<file path="src/sv/kms_pkg.sv">
// Shared types, constants and translation tables for the key matrix scanner.
package kms_pkg;

  localparam int KEY_BYTES = 16;
  localparam int LANES = 8;
  localparam int RES_SLOTS = LANES + 1;
  localparam int REPEAT_SLOT = LANES;
  localparam int IDX_W = $clog2(KEY_BYTES);
  localparam int SLOT_W = $clog2(RES_SLOTS);
  localparam int CODE_W = 7;

  localparam logic [IDX_W-1:0] LAST_BYTE = IDX_W'(KEY_BYTES - 1);
  localparam logic [7:0] NO_KEY = 8'hff;
  localparam logic [7:0] UNMAPPED = 8'hff;
  localparam logic [15:0] RESET_DELAY_MS = 16'd500;
  localparam logic [15:0] RESET_INTERVAL_MS = 16'd40;

  typedef enum logic [1:0] {
    OP_SCAN = 2'd0,
    OP_ACTIVATE = 2'd1,
    OP_DEACTIVATE = 2'd2
  } op_t;

  localparam logic REG_INITIAL_DELAY = 1'b0;
  localparam logic REG_REPEAT_INTERVAL = 1'b1;

  localparam logic [7:0] KEY_ROM [128] = '{
    8'h1d, 8'h1e, 8'h1f, 8'h20, 8'h22, 8'h21, 8'h29, 8'h2a,
    8'h2b, 8'h2c, 8'hff, 8'h2d, 8'h10, 8'h11, 8'h12, 8'h13,
    8'h15, 8'h14, 8'h01, 8'h02, 8'h03, 8'h04, 8'h06, 8'h05,
    8'h0c, 8'h09, 8'h07, 8'h0b, 8'h08, 8'h0a, 8'h1b, 8'h18,
    8'h16, 8'h1a, 8'h17, 8'h19, 8'h1c, 8'h25, 8'h23, 8'h27,
    8'h24, 8'h26, 8'h28, 8'h30, 8'h32, 8'h2e, 8'h2f, 8'h31,
    8'h0f, 8'h34, 8'hff, 8'h0e, 8'hff, 8'h00, 8'hff, 8'hff,
    8'h70, 8'h79, 8'h73, 8'h74, 8'hff, 8'hff, 8'hff, 8'hff,
    8'hff, 8'h50, 8'hff, 8'h45, 8'hff, 8'h49, 8'hff, 8'hff,
    8'hff, 8'hff, 8'hff, 8'h41, 8'h1c, 8'hff, 8'h40, 8'h3e,
    8'hff, 8'h4d, 8'h4e, 8'h4a, 8'h4b, 8'h4c, 8'h46, 8'h47,
    8'h48, 8'h42, 8'hff, 8'h43, 8'h44, 8'h0d, 8'h33, 8'h4f,
    8'h66, 8'h67, 8'h68, 8'h64, 8'h69, 8'h6a, 8'hff, 8'hff,
    8'hff, 8'hff, 8'hff, 8'hff, 8'hff, 8'h6b, 8'hff, 8'hff,
    8'hff, 8'hff, 8'h3f, 8'h3e, 8'h37, 8'h39, 8'h65, 8'h3f,
    8'h63, 8'h36, 8'h62, 8'h3b, 8'h3c, 8'h3d, 8'h3a, 8'hff
  };

  // bit (7 - code[2:0]) of row code[6:3] marks a repeating code
  localparam logic [7:0] REPEAT_ROM [16] = '{
    8'hff, 8'hff, 8'hff, 8'hff, 8'hff, 8'hff, 8'hff, 8'h7f,
    8'hff, 8'hff, 8'hc1, 8'hff, 8'hc0, 8'h0f, 8'h07, 8'h07
  };

  typedef struct packed {
    logic hit;
    logic press;
    logic rep;
    logic [CODE_W-1:0] code;
  } lane_t;

  typedef struct packed {
    logic [7:0] rk_next;
    logic any_set;
    logic fire;
  } merge_t;

  typedef struct packed {
    logic [RES_SLOTS-1:0] mask;
    logic [RES_SLOTS-1:0] brk;
    logic all_rel;
    logic [RES_SLOTS-1:0][CODE_W-1:0] code;
  } res_t;

endpackage

</file>
<file path="src/sv/kms_scan_if.sv">
// Scan request channel carrying one scan byte or a control opcode.
interface kms_scan_if;
  logic valid;
  logic ready;
  logic [1:0] opcode;
  logic [3:0] byte_index;
  logic [7:0] key_bits;
  logic [31:0] now_ms;

  modport source(output valid, opcode, byte_index, key_bits, now_ms, input ready);
  modport sink(input valid, opcode, byte_index, key_bits, now_ms, output ready);
endinterface

</file>
<file path="src/sv/kms_result_if.sv">
// Result channel carrying one translated key code.
interface kms_result_if;
  logic valid;
  logic ready;
  logic [6:0] scancode;
  logic is_break;
  logic all_release;
  logic last;

  modport source(output valid, scancode, is_break, all_release, last, input ready);
  modport sink(input valid, scancode, is_break, all_release, last, output ready);
endinterface

</file>
<file path="src/sv/kms_cfg_if.sv">
// Configuration write channel: register index and write data.
interface kms_cfg_if;
  logic valid;
  logic ready;
  logic index;
  logic [15:0] data;

  modport source(output valid, index, data, input ready);
  modport sink(input valid, index, data, output ready);
endinterface

</file>
<file path="src/sv/kms_lane.sv">
// One key lane: change detect, code translation and repeat lookup for one bit.
module kms_lane (
  input  logic [kms_pkg::IDX_W-1:0] idx,
  input  logic [2:0] lane_no,
  input  logic changed,
  input  logic pressed,
  output kms_pkg::lane_t lane
);

  logic [7:0] rom_code;
  logic [7:0] rep_row;

  always_comb begin
    rom_code = kms_pkg::KEY_ROM[{idx, lane_no}];
    rep_row = kms_pkg::REPEAT_ROM[rom_code[6:3]];
    lane.hit = changed && (rom_code != kms_pkg::UNMAPPED);
    lane.press = pressed;
    lane.rep = pressed && rep_row[~rom_code[2:0]];
    lane.code = rom_code[kms_pkg::CODE_W-1:0];
  end

endmodule

</file>
<file path="src/sv/kms_merge.sv">
// Merge stage: fold lane events into the repeat key and decide the repeat.
module kms_merge (
  input  kms_pkg::lane_t lanes [kms_pkg::LANES],
  input  logic [kms_pkg::IDX_W-1:0] idx,
  input  logic [31:0] now_ms,
  input  logic [7:0] repeat_key,
  input  logic [31:0] repeat_base_ms,
  input  logic repeat_in_interval,
  input  logic [15:0] initial_delay_ms,
  input  logic [15:0] repeat_interval_ms,
  output kms_pkg::merge_t merge
);

  logic [7:0] rk;
  logic any_set;
  logic [31:0] elapsed;
  logic [15:0] delay;
  logic due_old;

  always_comb begin
    rk = repeat_key;
    any_set = 1'b0;
    for (int j = 0; j < kms_pkg::LANES; j++) begin
      if (lanes[j].hit) begin
        if (lanes[j].rep) begin
          rk = {1'b0, lanes[j].code};
          any_set = 1'b1;
        end else if (!lanes[j].press && (rk == {1'b0, lanes[j].code})) begin
          rk = kms_pkg::NO_KEY;
        end
      end
    end
  end

  // elapsed time against the stored base, ready in parallel with the fold
  always_comb begin
    elapsed = now_ms - repeat_base_ms;
    delay = repeat_in_interval ? repeat_interval_ms : initial_delay_ms;
    due_old = elapsed >= {16'd0, delay};
  end

  always_comb begin
    merge.rk_next = rk;
    merge.any_set = any_set;
    merge.fire = (idx == kms_pkg::LAST_BYTE) && (rk != kms_pkg::NO_KEY) &&
                 (any_set ? (initial_delay_ms == 16'd0) : due_old);
  end

endmodule

</file>
<file path="src/sv/kms_emit.sv">
// Result serializer: holds one item's result list and sends it in slot order.
module kms_emit (
  input  logic clk,
  input  logic rst,
  input  logic load,
  input  kms_pkg::res_t list,
  output logic free,
  kms_result_if.source result
);

  kms_pkg::res_t pend;
  logic [kms_pkg::SLOT_W-1:0] sel;
  logic [kms_pkg::RES_SLOTS-1:0] sel_hot;
  logic is_last;
  logic take;

  always_comb begin
    sel = '0;
    for (int i = kms_pkg::RES_SLOTS - 1; i >= 0; i--) begin
      if (pend.mask[i]) begin
        sel = kms_pkg::SLOT_W'(i);
      end
    end
    sel_hot = kms_pkg::RES_SLOTS'(1) << sel;
    is_last = (pend.mask & ~sel_hot) == '0;
    take = result.valid && result.ready;
    free = (pend.mask == '0) || (take && is_last);
  end

  assign result.valid = |pend.mask;
  assign result.scancode = pend.code[sel];
  assign result.is_break = pend.brk[sel];
  assign result.all_release = pend.all_rel;
  assign result.last = is_last;

  always_ff @(posedge clk) begin
    if (rst) begin
      pend.mask <= '0;
    end else if (load) begin
      pend.mask <= list.mask;
    end else if (take) begin
      pend.mask <= pend.mask & ~sel_hot;
    end
    if (load) begin
      pend.brk <= list.brk;
      pend.all_rel <= list.all_rel;
      pend.code <= list.code;
    end
  end

endmodule

</file>
<file path="src/sv/key_matrix_scan_with_repeat.sv">
// Top level of the key matrix scanner with typematic repeat.
// A request enters a one-stage decode register where eight key lanes compare the
// byte with the stored map, translate changed keys and feed a merge stage that
// updates the repeat key and decides an automatic repeat; all state is updated as
// the request leaves, and a new request may take its place. Results go to a
// serializer that sends one result per cycle while the result port is ready, so a
// request with k results (at most 9) holds the port until all are sent while the
// next is already decoded; requests with no result pass the serializer by.
// Configuration writes are always accepted and take effect on the next request.
module key_matrix_scan_with_repeat (
  input  logic clk,
  input  logic rst,
  kms_scan_if.sink scan,
  kms_result_if.source result,
  kms_cfg_if.sink cfg
);

  logic [7:0] key_map [kms_pkg::KEY_BYTES];
  logic active;
  logic [7:0] repeat_key;
  logic [31:0] repeat_base_ms;
  logic repeat_in_interval;
  logic [15:0] initial_delay_ms;
  logic [15:0] repeat_interval_ms;

  logic s1_valid;
  logic [1:0] s1_op;
  logic [kms_pkg::IDX_W-1:0] s1_idx;
  logic [7:0] s1_bits;
  logic [31:0] s1_now;

  logic [7:0] changed;
  kms_pkg::lane_t lanes [kms_pkg::LANES];
  kms_pkg::merge_t merge;
  kms_pkg::res_t list;
  logic is_scan;
  logic is_deact;
  logic emit_free;
  logic s1_fire;

  assign cfg.ready = 1'b1;

  always_ff @(posedge clk) begin
    if (rst) begin
      initial_delay_ms <= kms_pkg::RESET_DELAY_MS;
      repeat_interval_ms <= kms_pkg::RESET_INTERVAL_MS;
    end else if (cfg.valid) begin
      case (cfg.index)
        kms_pkg::REG_INITIAL_DELAY: initial_delay_ms <= cfg.data;
        kms_pkg::REG_REPEAT_INTERVAL: repeat_interval_ms <= cfg.data;
        default: ;
      endcase
    end
  end

  assign scan.ready = !s1_valid || s1_fire;

  always_ff @(posedge clk) begin
    if (rst) begin
      s1_valid <= 1'b0;
    end else if (scan.ready) begin
      s1_valid <= scan.valid;
    end
  end

  always_ff @(posedge clk) begin
    if (scan.valid && scan.ready) begin
      s1_op <= scan.opcode;
      s1_idx <= scan.byte_index;
      s1_bits <= scan.key_bits;
      s1_now <= scan.now_ms;
    end
  end

  assign changed = key_map[s1_idx] ^ s1_bits;

  for (genvar j = 0; j < kms_pkg::LANES; j++) begin : g_lane
    kms_lane u_lane (
      .idx(s1_idx),
      .lane_no(3'(j)),
      .changed(changed[j]),
      .pressed(s1_bits[j]),
      .lane(lanes[j])
    );
  end

  kms_merge u_merge (
    .lanes(lanes),
    .idx(s1_idx),
    .now_ms(s1_now),
    .repeat_key(repeat_key),
    .repeat_base_ms(repeat_base_ms),
    .repeat_in_interval(repeat_in_interval),
    .initial_delay_ms(initial_delay_ms),
    .repeat_interval_ms(repeat_interval_ms),
    .merge(merge)
  );

  always_comb begin
    is_scan = (s1_op == kms_pkg::OP_SCAN) && active;
    is_deact = (s1_op == kms_pkg::OP_DEACTIVATE) && active;
    list.mask = '0;
    list.brk = '0;
    list.all_rel = is_deact;
    list.code = '0;
    if (is_deact) begin
      list.mask[0] = 1'b1;
    end else if (is_scan) begin
      for (int j = 0; j < kms_pkg::LANES; j++) begin
        list.mask[j] = lanes[j].hit;
        list.brk[j] = !lanes[j].press;
        list.code[j] = lanes[j].code;
      end
      list.mask[kms_pkg::REPEAT_SLOT] = merge.fire;
      list.code[kms_pkg::REPEAT_SLOT] = merge.rk_next[kms_pkg::CODE_W-1:0];
    end
    s1_fire = s1_valid && ((list.mask == '0) || emit_free);
  end

  kms_emit u_emit (
    .clk(clk),
    .rst(rst),
    .load(s1_fire && (list.mask != '0)),
    .list(list),
    .free(emit_free),
    .result(result)
  );

  always_ff @(posedge clk) begin
    if (rst) begin
      active <= 1'b1;
      repeat_key <= kms_pkg::NO_KEY;
      repeat_base_ms <= '0;
      repeat_in_interval <= 1'b0;
      for (int i = 0; i < kms_pkg::KEY_BYTES; i++) begin
        key_map[i] <= '0;
      end
    end else if (s1_fire) begin
      if (s1_op == kms_pkg::OP_ACTIVATE) begin
        active <= 1'b1;
      end
      if (is_deact) begin
        active <= 1'b0;
        repeat_key <= kms_pkg::NO_KEY;
        for (int i = 0; i < kms_pkg::KEY_BYTES; i++) begin
          key_map[i] <= '0;
        end
      end
      if (is_scan) begin
        key_map[s1_idx] <= s1_bits;
        repeat_key <= merge.rk_next;
        if (merge.fire) begin
          repeat_base_ms <= s1_now;
          repeat_in_interval <= 1'b1;
        end else if (merge.any_set) begin
          repeat_base_ms <= s1_now;
          repeat_in_interval <= 1'b0;
        end
      end
    end
  end

  a_key_range: assert property (@(posedge clk) disable iff (rst)
    repeat_key == kms_pkg::NO_KEY || !repeat_key[7])
    else $error("repeat key outside code range");

  a_idle_no_repeat: assert property (@(posedge clk) disable iff (rst)
    !active |-> repeat_key == kms_pkg::NO_KEY)
    else $error("repeat key held while inactive");

  a_accept_loads: assert property (@(posedge clk) disable iff (rst)
    scan.valid && scan.ready |=> s1_valid)
    else $error("accepted request lost before decode");

  a_stall_holds: assert property (@(posedge clk) disable iff (rst)
    s1_valid && !s1_fire |=> s1_valid && $stable(s1_idx) && $stable(s1_bits))
    else $error("decode stage changed while stalled");

endmodule

</file>
<file path="src/flat_wrapper.sv">
// flat-port wrapper written by rule: the top's interface ports become plain ports
module key_matrix_scan_with_repeat_flat 
  (clk, rst, scan_valid, scan_opcode, scan_byte_index, scan_key_bits, scan_now_ms, scan_ready, result_valid, result_scancode, result_is_break, result_all_release, result_last, result_ready, cfg_valid, cfg_index, cfg_data, cfg_ready);
  kms_scan_if scan_i ();
  kms_result_if result_i ();
  kms_cfg_if cfg_i ();
  input  logic clk;
  input  logic rst;
  input wire logic [$bits(scan_i.valid)-1:0] scan_valid;
  input wire logic [$bits(scan_i.opcode)-1:0] scan_opcode;
  input wire logic [$bits(scan_i.byte_index)-1:0] scan_byte_index;
  input wire logic [$bits(scan_i.key_bits)-1:0] scan_key_bits;
  input wire logic [$bits(scan_i.now_ms)-1:0] scan_now_ms;
  output wire logic [$bits(scan_i.ready)-1:0] scan_ready;
  output wire logic [$bits(result_i.valid)-1:0] result_valid;
  output wire logic [$bits(result_i.scancode)-1:0] result_scancode;
  output wire logic [$bits(result_i.is_break)-1:0] result_is_break;
  output wire logic [$bits(result_i.all_release)-1:0] result_all_release;
  output wire logic [$bits(result_i.last)-1:0] result_last;
  input wire logic [$bits(result_i.ready)-1:0] result_ready;
  input wire logic [$bits(cfg_i.valid)-1:0] cfg_valid;
  input wire logic [$bits(cfg_i.index)-1:0] cfg_index;
  input wire logic [$bits(cfg_i.data)-1:0] cfg_data;
  output wire logic [$bits(cfg_i.ready)-1:0] cfg_ready;
  assign scan_i.valid = scan_valid;
  assign scan_i.opcode = scan_opcode;
  assign scan_i.byte_index = scan_byte_index;
  assign scan_i.key_bits = scan_key_bits;
  assign scan_i.now_ms = scan_now_ms;
  assign scan_ready = scan_i.ready;
  assign result_valid = result_i.valid;
  assign result_scancode = result_i.scancode;
  assign result_is_break = result_i.is_break;
  assign result_all_release = result_i.all_release;
  assign result_last = result_i.last;
  assign result_i.ready = result_ready;
  assign cfg_i.valid = cfg_valid;
  assign cfg_i.index = cfg_index;
  assign cfg_i.data = cfg_data;
  assign cfg_ready = cfg_i.ready;
  key_matrix_scan_with_repeat u_core (.clk(clk), .rst(rst), .scan(scan_i), .result(result_i), .cfg(cfg_i));
endmodule
</file>
<file path="config.mk">
export PLATFORM = sky130hd
export DESIGN_NAME = key_matrix_scan_with_repeat_flat
export DESIGN_NICKNAME = d
export VERILOG_FILES = /design/src/sv/kms_pkg.sv /design/src/sv/kms_scan_if.sv /design/src/sv/kms_result_if.sv /design/src/sv/kms_cfg_if.sv /design/src/sv/kms_lane.sv /design/src/sv/kms_merge.sv /design/src/sv/kms_emit.sv /design/src/sv/key_matrix_scan_with_repeat.sv /design/src/flat_wrapper.sv
export SDC_FILE = /design/constraint.sdc
export NUM_CORES = 1
export LEC_CHECK = 0
export ABC_CLOCK_PERIOD_IN_PS = 36600
export BUFFER_PORTS_ARGS = -buffer_cell sky130_fd_sc_hd__buf_2
export CAP_MARGIN = 20
export CORE_MARGIN = 5
export CORE_UTILIZATION = 37
export DETAILED_ROUTE_END_ITERATION = 16
export REMOVE_ABC_BUFFERS = 1
export SLEW_MARGIN = 5
export SYNTH_ARGS = -nofsm -noshare
export SYNTH_HDL_FRONTEND = slang
export SYNTH_SLANG_ARGS = --single-unit
</file>
<file path="constraint.sdc">
create_clock -name clk -period 36.6 [get_ports clk]
set_clock_uncertainty 0.2 [all_clocks]
set_input_delay 3.66 -clock clk [delete_from_list [all_inputs] [get_ports clk]]
set_output_delay 3.66 -clock clk [all_outputs]
set_load 0.1 [all_outputs]
</file>
# Word level (Yosys, flattened, before mapping)
# Memories as Yosys holds them, arrays and structs flattened. A register that Yosys moved wholly into a read port is not among the register bits.
# Cells that the tools add are included.
# classes
add_sub_neg	1
order_cmp	26
eq_ne	20
shift	1
mux	146
n_bitwise	45
n_reduce_logical	63
# op_table
cell	count
8-bit 2-to-1 mux	76
8-bit != test (second input constant)	9
8-bit by 7-bit == test with 1-bit output	8
8-bit greater-or-equal comparator (second input constant)	8
32-bit 2-to-1 mux	2
7-bit inverter with 8-bit output	8
4-bit 2-to-1 mux	11
1-bit 2-to-1 mux	42
5-bit greater-or-equal comparator (second input constant)	8
4-bit inverter with 5-bit output	8
1-bit logical AND	33
32-bit by 16-bit greater-or-equal comparator with 1-bit output	1
3-bit by 4-bit < comparator with 1-bit output (second input constant)	8
32-bit subtractor	1
7-bit binary-select mux with 4-bit select	1
9-bit logical NOT	3
9-bit 2-to-1 mux	3
1-bit binary-select mux with 3-bit select	8
3-bit inverter	8
16-bit logical NOT	1
16-bit 2-to-1 mux	1
1-bit OR	16
9-bit AND	1
1-bit logical NOT	9
other kinds (19)	28
# word_totals
ff_bits	202
ramBits	128
rom_bits	9216
in_bits	68
output_inout_bits	13
elab_cells	342
mem_count	17
# mem_list
name	depth	width	read_ports	rd_clocked_by_memory_dff	wr	line_no	text
(name not given)	128	8	1	0	0	kms_lane.sv:14	rom_code = kms_pkg::KEY_ROM[{idx, lane_no}];
(name not given)	128	8	1	0	0	kms_lane.sv:14	
(name not given)	128	8	1	0	0	kms_lane.sv:14	
(name not given)	128	8	1	0	0	kms_lane.sv:14	
(name not given)	128	8	1	0	0	kms_lane.sv:14	
(name not given)	128	8	1	0	0	kms_lane.sv:14	
11 more memories	n/a	n/a	n/a	n/a	n/a	n/a	

# Depth between registers and ports, before layout
# Gate-level depths: netlist of the first run.
# logic_depth
word_depth	61
depth_mapped	39
depth_no_buf	33

# Cells and area by module
# Synthesis of the first run repeated with hierarchy kept, for this count alone.
# hier_totals
cells_unflattened	3811
area_unflattened_um2	31968.2
# modules_own_cells
module	n_inst	cells_each	area_each_um2	seq_area_each_um2
key_matrix_scan_with_repeat	1	907	10951.8	6806.5
kms_lane at u_core.g_lane[1].u_lane ...	7	225	1480.2	0.0
kms_merge	1	883	5885.6	0.0
kms_emit	1	212	3243.1	2372.3
kms_lane at u_core.g_lane[0].u_lane	1	234	1526.5	0.0

# Worst setup path before layout of the first run
# OpenSTA, ideal clock, no wires.
# synth_path
path_kind	reg2reg
start	register u_core.s1_idx[0] in the netlist's numbering
end	register u_core.u_emit.pend[0] in the netlist's numbering (enable)
setup_time_ps	591
arrival_time_ps	12244
required_ps	35809
slack_ps	23565
stages_incl_launch_ff	31
path_buffers	2
period_less_slack_ps	13035
path_cell_list	edfxtp_1 > clkbuf_1 > clkbuf_1 > inv_1 > ha_1 > mux2i_1 > a21oi_1 > a22oi_1 > o221ai_1 > and3_1 > nand2_1 > o311ai_1 > o2111ai_1 > nor4b_4 > mux2i_1 > nand4_2 > a22o_1 > nor4_1 > a21oi_1 > xnor2_1 > and4_1 > a221o_1 > a22o_1 > nor4_4 > o21ai_1 > xnor2_2 > nand4_4 > a221oi_2 > a31oi_2 > nor3_4 > nor3_1
# synth_via
elab_chain_len	57
elab_cells_between_ends	181
cone_classes	eq/ne (18); mux (92); bitwise (24); reduce/logical (31); memory (16)
# synth_lines
element	line_no	text
from (decl)	key_matrix_scan_with_repeat.sv:28	logic [kms_pkg::IDX_W-1:0] s1_idx;
from (signal assigned)	key_matrix_scan_with_repeat.sv:69	s1_idx <= scan.byte_index;
7-bit inverter with 8-bit output (implied by the code)	kms_lane.sv:14	
memory 128 x 8 bit	n/a	
8-bit 2-to-1 mux (implied by the code) (2 in series)	kms_lane.sv:14	
4-bit inverter with 5-bit output (implied by the code)	kms_lane.sv:15	rep_row = kms_pkg::REPEAT_ROM[rom_code[6:3]];
memory 16 x 8 bit	n/a	
8-bit 2-to-1 mux (implied by the code) (2 in series)	kms_lane.sv:15	
1-bit binary-select mux with 3-bit select	kms_lane.sv:18	lane.rep = pressed && rep_row[~rom_code[2:0]];
1-bit 2-to-1 mux (implied by the code)	kms_lane.sv:18	
[... 39 more ...]	n/a	
1-bit logical AND (2 in series)	kms_merge.sv:45	merge.fire = (idx == kms_pkg::LAST_BYTE) && (rk != kms_pkg::NO_KEY) &&
9-bit 2-to-1 mux (*)	key_matrix_scan_with_repeat.sv:108	end else if (is_scan) begin
8-bit 2-to-1 mux	key_matrix_scan_with_repeat.sv:106	if (is_deact) begin
9-bit logical NOT	key_matrix_scan_with_repeat.sv:117	s1_fire = s1_valid && ((list.mask == '0) || emit_free);
1-bit logical OR	key_matrix_scan_with_repeat.sv:117	
1-bit logical AND	key_matrix_scan_with_repeat.sv:117	
1-bit logical AND (*)	key_matrix_scan_with_repeat.sv:123	.load(s1_fire && (list.mask != '0)),
named net u_core.u_emit.load	kms_emit.sv:5	input logic load,
to (decl)	kms_emit.sv:11	kms_pkg::res_t pend;
# The timed path passes the listed nets; every way through them passes the cells marked *. The select of a mux whose other input is x is not followed.
# A chain may end at the register's enable or synchronous reset.

# Final worst setup path of the first run
# layout_path
start	register u_core.s1_idx[0] in the netlist's numbering
end	output scan_ready
# layout_via
elab_chain_len	57
elab_cells_between_ends	180
cone_classes	eq/ne (18); mux (92); bitwise (24); reduce/logical (30); memory (16)
# layout_lines
element	line_no	text
7-bit inverter with 8-bit output (implied by the code)	kms_lane.sv:14	
memory 128 x 8 bit	n/a	
8-bit 2-to-1 mux (implied by the code) (2 in series)	kms_lane.sv:14	
4-bit inverter with 5-bit output (implied by the code)	kms_lane.sv:15	
memory 16 x 8 bit	n/a	
8-bit 2-to-1 mux (implied by the code) (2 in series)	kms_lane.sv:15	
1-bit binary-select mux with 3-bit select	kms_lane.sv:18	
1-bit 2-to-1 mux (implied by the code)	kms_lane.sv:18	
[... 38 more ...]	n/a	
8-bit != test	kms_merge.sv:45	
1-bit logical AND (2 in series)	kms_merge.sv:45	
9-bit 2-to-1 mux (*)	key_matrix_scan_with_repeat.sv:108	
8-bit 2-to-1 mux	key_matrix_scan_with_repeat.sv:106	
9-bit logical NOT (*)	key_matrix_scan_with_repeat.sv:117	
1-bit logical OR (*)	key_matrix_scan_with_repeat.sv:117	
1-bit logical AND (*)	key_matrix_scan_with_repeat.sv:117	
1-bit logical OR (*)	key_matrix_scan_with_repeat.sv:56	assign scan.ready = !s1_valid || s1_fire;
to (decl)	flat_wrapper.sv:14	output wire logic [$bits(scan_i.ready)-1:0] scan_ready;
# Mark *: on every way between the ends. The rest lies on a longest branch, timed or not. The select of a mux whose other input is x is not followed.

==> metrics.md, run 1 <==
| Metric | Value |
|---|---|
| Outcome | `finished clean` |
| Crit path DAT | `11970 ps` |
| Startpoint of the worst hold path | `u_core.repeat_interval_ms[0]` |
| Layout cells sized above 1 | `13.4%` |
| Max clock buf depth | `3` |
| Later-pin clock latency in the skew report | `580 ps` |
| Die Width | `roughly 260 um` |
| Max incr delay on CP | `960 ps` |
| Hold endpoint | `u_core.repeat_interval_ms[0]` |
| Yosys warns | `0` |
| R2R Setup Slk | `23230 ps` |
| Root Driver | `clkbuf_16` |
| Worst hold path type | `flip-flop to flip-flop` |
| Layout area overhead | `10.6%` |
| Starting density of the core | `37.5%` |
| 1st-iter DRT viols | `2548` |
| WL/cell | `25.4 um` |
| Final GP Congestion | `1.01` |
| Die Y | `255 um` |
| Final period util | `43.3%` |
| CTS H-tree depth | `2` |
| Post-synth top area share | `33.2%` |
| CTS tree | `built` |
| Max FO, Critical Path | `21` |
| Synth Instances | `2428` |
| Post-synth top cells | `nand2_1 (254), edfxtp_1 (246), nor2_1 (199)` |
| Worst-case reg-to-reg path depth | `30` |
| Primary FF master, synth | `edfxtp_1` |
| Area of the core | `59200 um^2` |
| # rows | `between 80 and 90` |
| TNS Setup | `0 ps` |
| Cell Pwr Density | `48.3 nW/um^2` |
| Synth Register Bits | `334` |
| I/O Buffers | `79` |
| Worst EP required | `32740 ps` |
| Worst R2R Start | `u_core.s1_idx[0]` |
| Asr flop ratio synth | `0%` |
| Max_cap viols | `0` |
| FF-to-FF End | `u_core.key_map[10][6]` |
| Place WS | `21770 ps` |
| Clk pin slew, worst setup/hold paths | `70 ps` |
| Critical path class | `flip-flop to primary output` |
| Crit end category | `primary output` |
| Setup bufs post-CTS | `0` |
| Total routed wirelength | `82100 um` |
| Num ports | `81` |
| Critical path launch point type | `flip-flop` |
| Synth unique cells | `~120` |
| Largest net degree at the start of global routing | `92` |
| Global-route usage over all layers | `between 20% and 30%` |
| Syn Std Cell Area | `22200 um^2` |
| Rel. slew slack | `27.3%` |
| Ranking of synthesized cells by area | `edfxtp_1 (33%), dfxtp_1 (7.9%), nand2_1 (4.3%)` |
| Slew @ Worst Pin | `around 1100 ps` |
| Cts repair resizes | `0` |
| Via/cell ratio | `6.32` |
| Layout filler cell count | `just under 6000` |
| GRT overflow | `0` |
| Post-synth EDFFs | `246` |
| Num CTS Buffers | `37` |
| Fmax | `63.2 MHz` |
| Leading area contributor after synthesis | `edfxtp_1` |
| Post-DRT Antenna Nets | `0` |
| Register area share after synthesis | `41.1%` |
| DR DRC count | `0` |
| Post-layout min period | `15830 ps` |
| DR vias | `20432` |
| Die footprint | `65100 um^2` |
| Vias in the first global route | `about 19000` |
| Final Setup Violations | `0` |
| First-pass DRT Iterations | `9` |
| RSZ-0062 raised after global routing | `false` |
| Peak VDD IR | `between 0.03 and 0.04 mV` |
| First-pass GRT wire length | `123000 um` |
| Nets | `2558` |
| Post-CTS Hold Fix Bufs | `0` |
| DP HPWL | `58300 um` |
| Setup ws final | `20770 ps` |
| Cell repeated most along the worst path | `a21oi_1` |
| Clk sink count | `334` |
| WHS Path Cells | `2` |
| Top-count cell post-synth | `nand2_1` |
| CP max-delay cell | `a21oi_1` |
| LEAKAGE | `approximately 8.5 nW` |
| Final hold vios | `0` |
| Syn avg cell area | `a little over 9 um^2` |
| Initial antenna violation count | `1` |
| Fin. max-slew vios | `0` |
per-stage QoR:
stage	util [%]	instance area (um^2)	hold WS, ps	instances	power (W)
2_1_floorplan	-	21500	227	2254	0.000684
3_3_place_gp	39.4	23400	243	3165	0.000809
3_5_place_dp	39.5	23400	247	3167	0.000810
4_1_cts	41.5	24600	255	3232	0.00119
5_1_grt	41.5	24600	270	3233	0.00123
6_report	41.5	24600	255	3234	0.00119
cell type report:
class                   instances  area [um^2]  share of cell area, %
multi-input cells            1828        12100                   49.0
repair buffers                141          893                   3.63
well taps                     773          967                   3.93
clock inverters                17          164                  0.666
flip-flops and latches        334         9150                   37.2
clock buffers                  48         1020                   4.14
diodes                          1         2.50                 0.0102
inverters                      92          345                   1.40
sequential cells by signal (all words and copies together) (netlist names), 4 cells and up, named ones only:
signal                     flops
u_core.initial_delay_ms       16
u_core.key_map               128
u_core.repeat_base_ms         32
u_core.repeat_interval_ms     16
u_core.repeat_key              8
u_core.s1_bits                 8
u_core.s1_idx                  4
u_core.s1_now                 32
u_core.u_emit.pend            80
how the worst max path moves through the flow:
stage,slack [ps],endpoint,startpoint
6_report,20770,scan_ready,u_core.s1_idx[0]
5_1_grt,20070,scan_ready,u_core.s1_idx[0]
2_1_floorplan,14870,u_core.key_map[10][0],u_core.s1_idx[2]
3_5_place_dp,21770,scan_ready,u_core.s1_idx[0]
4_1_cts,21110,scan_ready,u_core.s1_idx[0]
3_3_place_gp,22170,scan_ready,u_core.s1_idx[0]
metal layers:
| layer | wire, um | vias to the layer above | global-route usage, % | part of all wire, % |
|---|---|---|---|---|
| met2 | 37500 | 973 | 38.5 | 46 |
| met5 | 0 | - | 0 | 0 |
| li1 | - | 9247 | - | - |
| met1 | 35400 | 10055 | 34.7 | 43 |
| met4 | 2290 | 0 | 6.78 | 2.8 |
| met3 | 6900 | 157 | 4.33 | 8.4 |
cell families (layout without fill, tap and decap cells):
| group | after synthesis | count (layout) | synth area share [%] |
|---|---|---|---|
| DFF | 334 | 334 | 41.1 |
| buffers and inverters | 266 | 298 | 4.91 |
| muxes | 97 | 97 | 6.69 |
| AOI/OAI and AO/OA | 727 | 727 | 22.6 |
| xor gates and xnor gates | 45 | 45 | 1.84 |
| and+or+nand+nor | 902 | 902 | 19.6 |
| other | 1 | 2 | 0.0169 |
| adders and majority gates | 56 | 56 | 3.18 |
cells in the final DEF, fill, tap and decap left out, types with 38 or more instances in the layout:
cell	count
nand2_1	254
edfxtp_1	246
nor2_1	197
a21oi_1	181
nor3_1	174
o21ai_0	110
inv_1	90
dfxtp_1	87
buf_2	79
buf_4	60
nand3_1	56
ha_1	55
nand4_1	50
o31ai_1	46
mux4_2	39
clkbuf_16	38
critical path: cells and delay by family (launching register included):
family | cells | cell delay, ps
flip-flops | 1 | 680
AO/OA/AOI/OAI | 16 | 5510
multiplexers | 1 | 500
XOR/XNOR | 2 | 570
adder cells (fa/ha/maj) | 1 | 600
buffers and inverters | 1 | 450
AND/OR/NAND/NOR | 7 | 3030
report_power, final:
group          internal, W  leakage (nW)  switching [W]  total, W
Clock             0.000212         0.577       0.000163  0.000375
Combinational     0.000119          4.75       0.000260  0.000379
Sequential        0.000424          3.20      0.0000105  0.000434
Total             0.000755          8.53       0.000434   0.00119
No activity file was read; power rests on OpenSTA's default activity.
==> run 2, diff against run 1 <==
- ABC_CLOCK_PERIOD_IN_PS: 36600 -> 13000
- clock period: 36.6 -> 13 ns (I/O delays scaled with it)
==> run 2 against run 1 <==
Compared with the run above: power rose to 2.8 times the previous value; die area stayed put; worst hold slack gained 1.1 ps; via count increased by 0.38%; global-route usage is 0.18 points lower; combinational power rose to 2.8 times the previous value; first-iteration DRC count down 5.5%; count of clock-buffer cells in the layout is 8 higher; worst setup slack worse by 20000 ps; wire length shrank 0.45%; clock power rose to 2.8 times the previous value.
==> metrics.md, run 2 (same netlist as run 1, synthesis figures left out) <==
| Metric | Value |
|---|---|
| Final Setup Violations | `0` |
| Num ports | `81` |
| CTS H-tree depth | `2` |
| Later-pin clock latency in the skew report | `about 580 ps` |
| Layout cells sized above 1 | `13.8%` |
| Rel. slew slack | `26.4%` |
| Final hold vios | `0` |
| Initial antenna violation count | `1` |
| GRT overflow | `0` |
| Final GP Congestion | `0.998` |
| Area of the multi-input gates | `12100 um^2` |
| LEAKAGE | `approximately 8.6 nW` |
| Post-DRT Antenna Nets | `0` |
| Cell-internal power | `0.00213 W` |
| Total routed wirelength | `81700 um` |
| Starting density of the core | `37.5%` |
| Net Sw Power | `0.00121 W` |
| Largest net degree at the start of global routing | `140` |
| Slew @ Worst Pin | `around 1100 ps` |
| DR DRC count | `0` |
| Setup ws final | `between 600 and 700 ps` |
| Num CTS Buffers | `38` |
| Worst R2R Start | `u_core.s1_idx[0]` |
| Global-route usage over all layers | `24.2%` |
| Fmax | `81.0 MHz` |
| Final Non-Filler Cells | `3248` |
| DR vias | `a little over 20000` |
| Max incr delay on CP | `between 600 and 700 ps` |
| Switching Share | `36.3%` |
| Worst hold path type | `flip-flop to flip-flop` |
| Place WS | `approximately 1100 ps` |
| Max reg flops | `128` |
| Cell Pwr Density | `135 nW/um^2` |
| Post-Place Cells | `3176` |
| Hold slack | `roughly 260 ps` |
| Peak VDD IR | `0.0876 mV` |
| Combinational Power Share | `32.0%` |
| Die Width | `about 260 um` |
| WL/cell | `25.2 um` |
| Top reg by flops | `u_core.key_map` |
| Layout area overhead | `11.2%` |
| First-pass GRT wire length | `around 120000 um` |
| First-pass DRT Iterations | `5` |
| CTS tree | `built` |
| Die footprint | `65100 um^2` |
| Nets | `2569` |
| Critical path class | `flip-flop to primary output` |
| Clk sink count | `334` |
| DP HPWL | `just under 60000 um` |
| Finished Cell Area | `24700 um^2` |
| Clk pin slew, worst setup/hold paths | `60 ps` |
| I/O Buffers | `roughly 80` |
| Post-DP Area | `approximately 24000 um^2` |
| Fin. max-slew vios | `0` |
| Die Y | `255 um` |
| Root Driver | `clkbuf_16` |
| CP max-delay cell | `a21oi_1` |
| Vias in the first global route | `19309` |
| Critical path launch point type | `flip-flop` |
| 1st-iter DRT viols | `~2400` |
| Max_cap viols | `0` |
| Crit end category | `primary output` |
| Startpoint of the worst hold path | `u_core.repeat_interval_ms[0]` |
| Post-layout min period | `12340 ps` |
| Crit path DAT | `10840 ps` |
| Commonest cells after routing, fill and taps aside | `nand2_1 (254), edfxtp_1 (246), nor2_1 (197), a21oi_1 (181), nor3_1 (174)` |
| Post-CTS Hold Fix Bufs | `0` |
| Clock share of power | `31.4%` |
| Register area | `9150 um^2` |
| Max clock buf depth | `3` |
| Layout filler cell count | `5889` |
| Outcome | `finished clean` |
| Most common cell after layout, fill and taps aside | `nand2_1` |
| Final period util | `between 90% and 100%` |
| Max FO, Critical Path | `17` |
| Via/cell ratio | `approximately 6.3` |
| RSZ-0062 raised after global routing | `false` |
| Worst EP required | `11500 ps` |
| Critical Path Start | `u_core.s1_idx[0]` |
| Area of the core | `59200 um^2` |
| # rows | `89` |
| Flop pwr share | `between 30% and 40%` |
| Biggest regs | `u_core.key_map (128), u_core.u_emit.pend (80)` |
run 2: worst max-delay path, delay by kind of cell (launching register included):
family	cells	cell delay [ps]
AO/OA/AOI/OAI	13	3990
AND/OR/NAND/NOR	11	3610
adder cells (fa/ha/maj)	1	250
buffers and inverters	3	920
flip-flops	1	520
XOR/XNOR	1	360
multiplexers	1	570
run 2: stage by stage:
step / total power, W / TNS, ps / utilization (%)
2_1_floorplan: 0.00192 / -1408710 / -
3_3_place_gp: 0.00228 / 0 / 39.6
3_5_place_dp: 0.00228 / 0 / 39.7
4_1_cts: 0.00333 / 0 / 41.7
5_1_grt: 0.00347 / 0 / 41.8
6_report: 0.00334 / 0 / 41.8
run 2: layer usage:
metal | vias to the layer above | GRT usage [%] | share of wire, %
li1 | 9310 | - | -
met4 | 2 | 8.07 | 3.7
met1 | 10001 | 34.1 | 42
met2 | 1007 | 38.5 | 46
met5 | - | 0 | 0.016
met3 | 189 | 3.64 | 8.7
run 2: path summary, 6_finish.rpt:
path                                  endpoint  slack, ps  depth (start not counted)
setup / recovery                    scan_ready        660                         30
hold / removal    u_core.repeat_interval_ms[0]        260                          2
setup reg to reg              u_core.s1_now[8]       1480                         32
hold reg to reg   u_core.repeat_interval_ms[0]        260                          2
run 2: final cells by class:
class                      instances  area share (%)
timing repair buffer             151            4.02
antenna                            1          0.0101
multi-input combinational       1828            48.9
clock buffer                      56            4.32
clock inverter                    13           0.496
tap                              773            3.91
sequential                       334            37.0
inverter                          92            1.40
run 2: timing repair:
| action | 4_1_cts | 5_1_grt |
|---|---|---|
| endpoints found under the hold margin | 0 | 0 |
| endpoints found under the setup margin | 0 | 1 |
| gates resized for setup | 0 | 6 |
| buffers inserted | 0 | 1 |
run 2: power groups by stage:
stage	combinational (W)	clock (W)	sequential [W]
after floorplan	0.000676	0	0.00125
after global placement	0.00104	0	0.00124
after detailed placement	0.00104	0	0.00125
after CTS	0.00104	0.00107	0.00122
after global routing	0.00114	0.00111	0.00123
final	0.00107	0.00105	0.00122
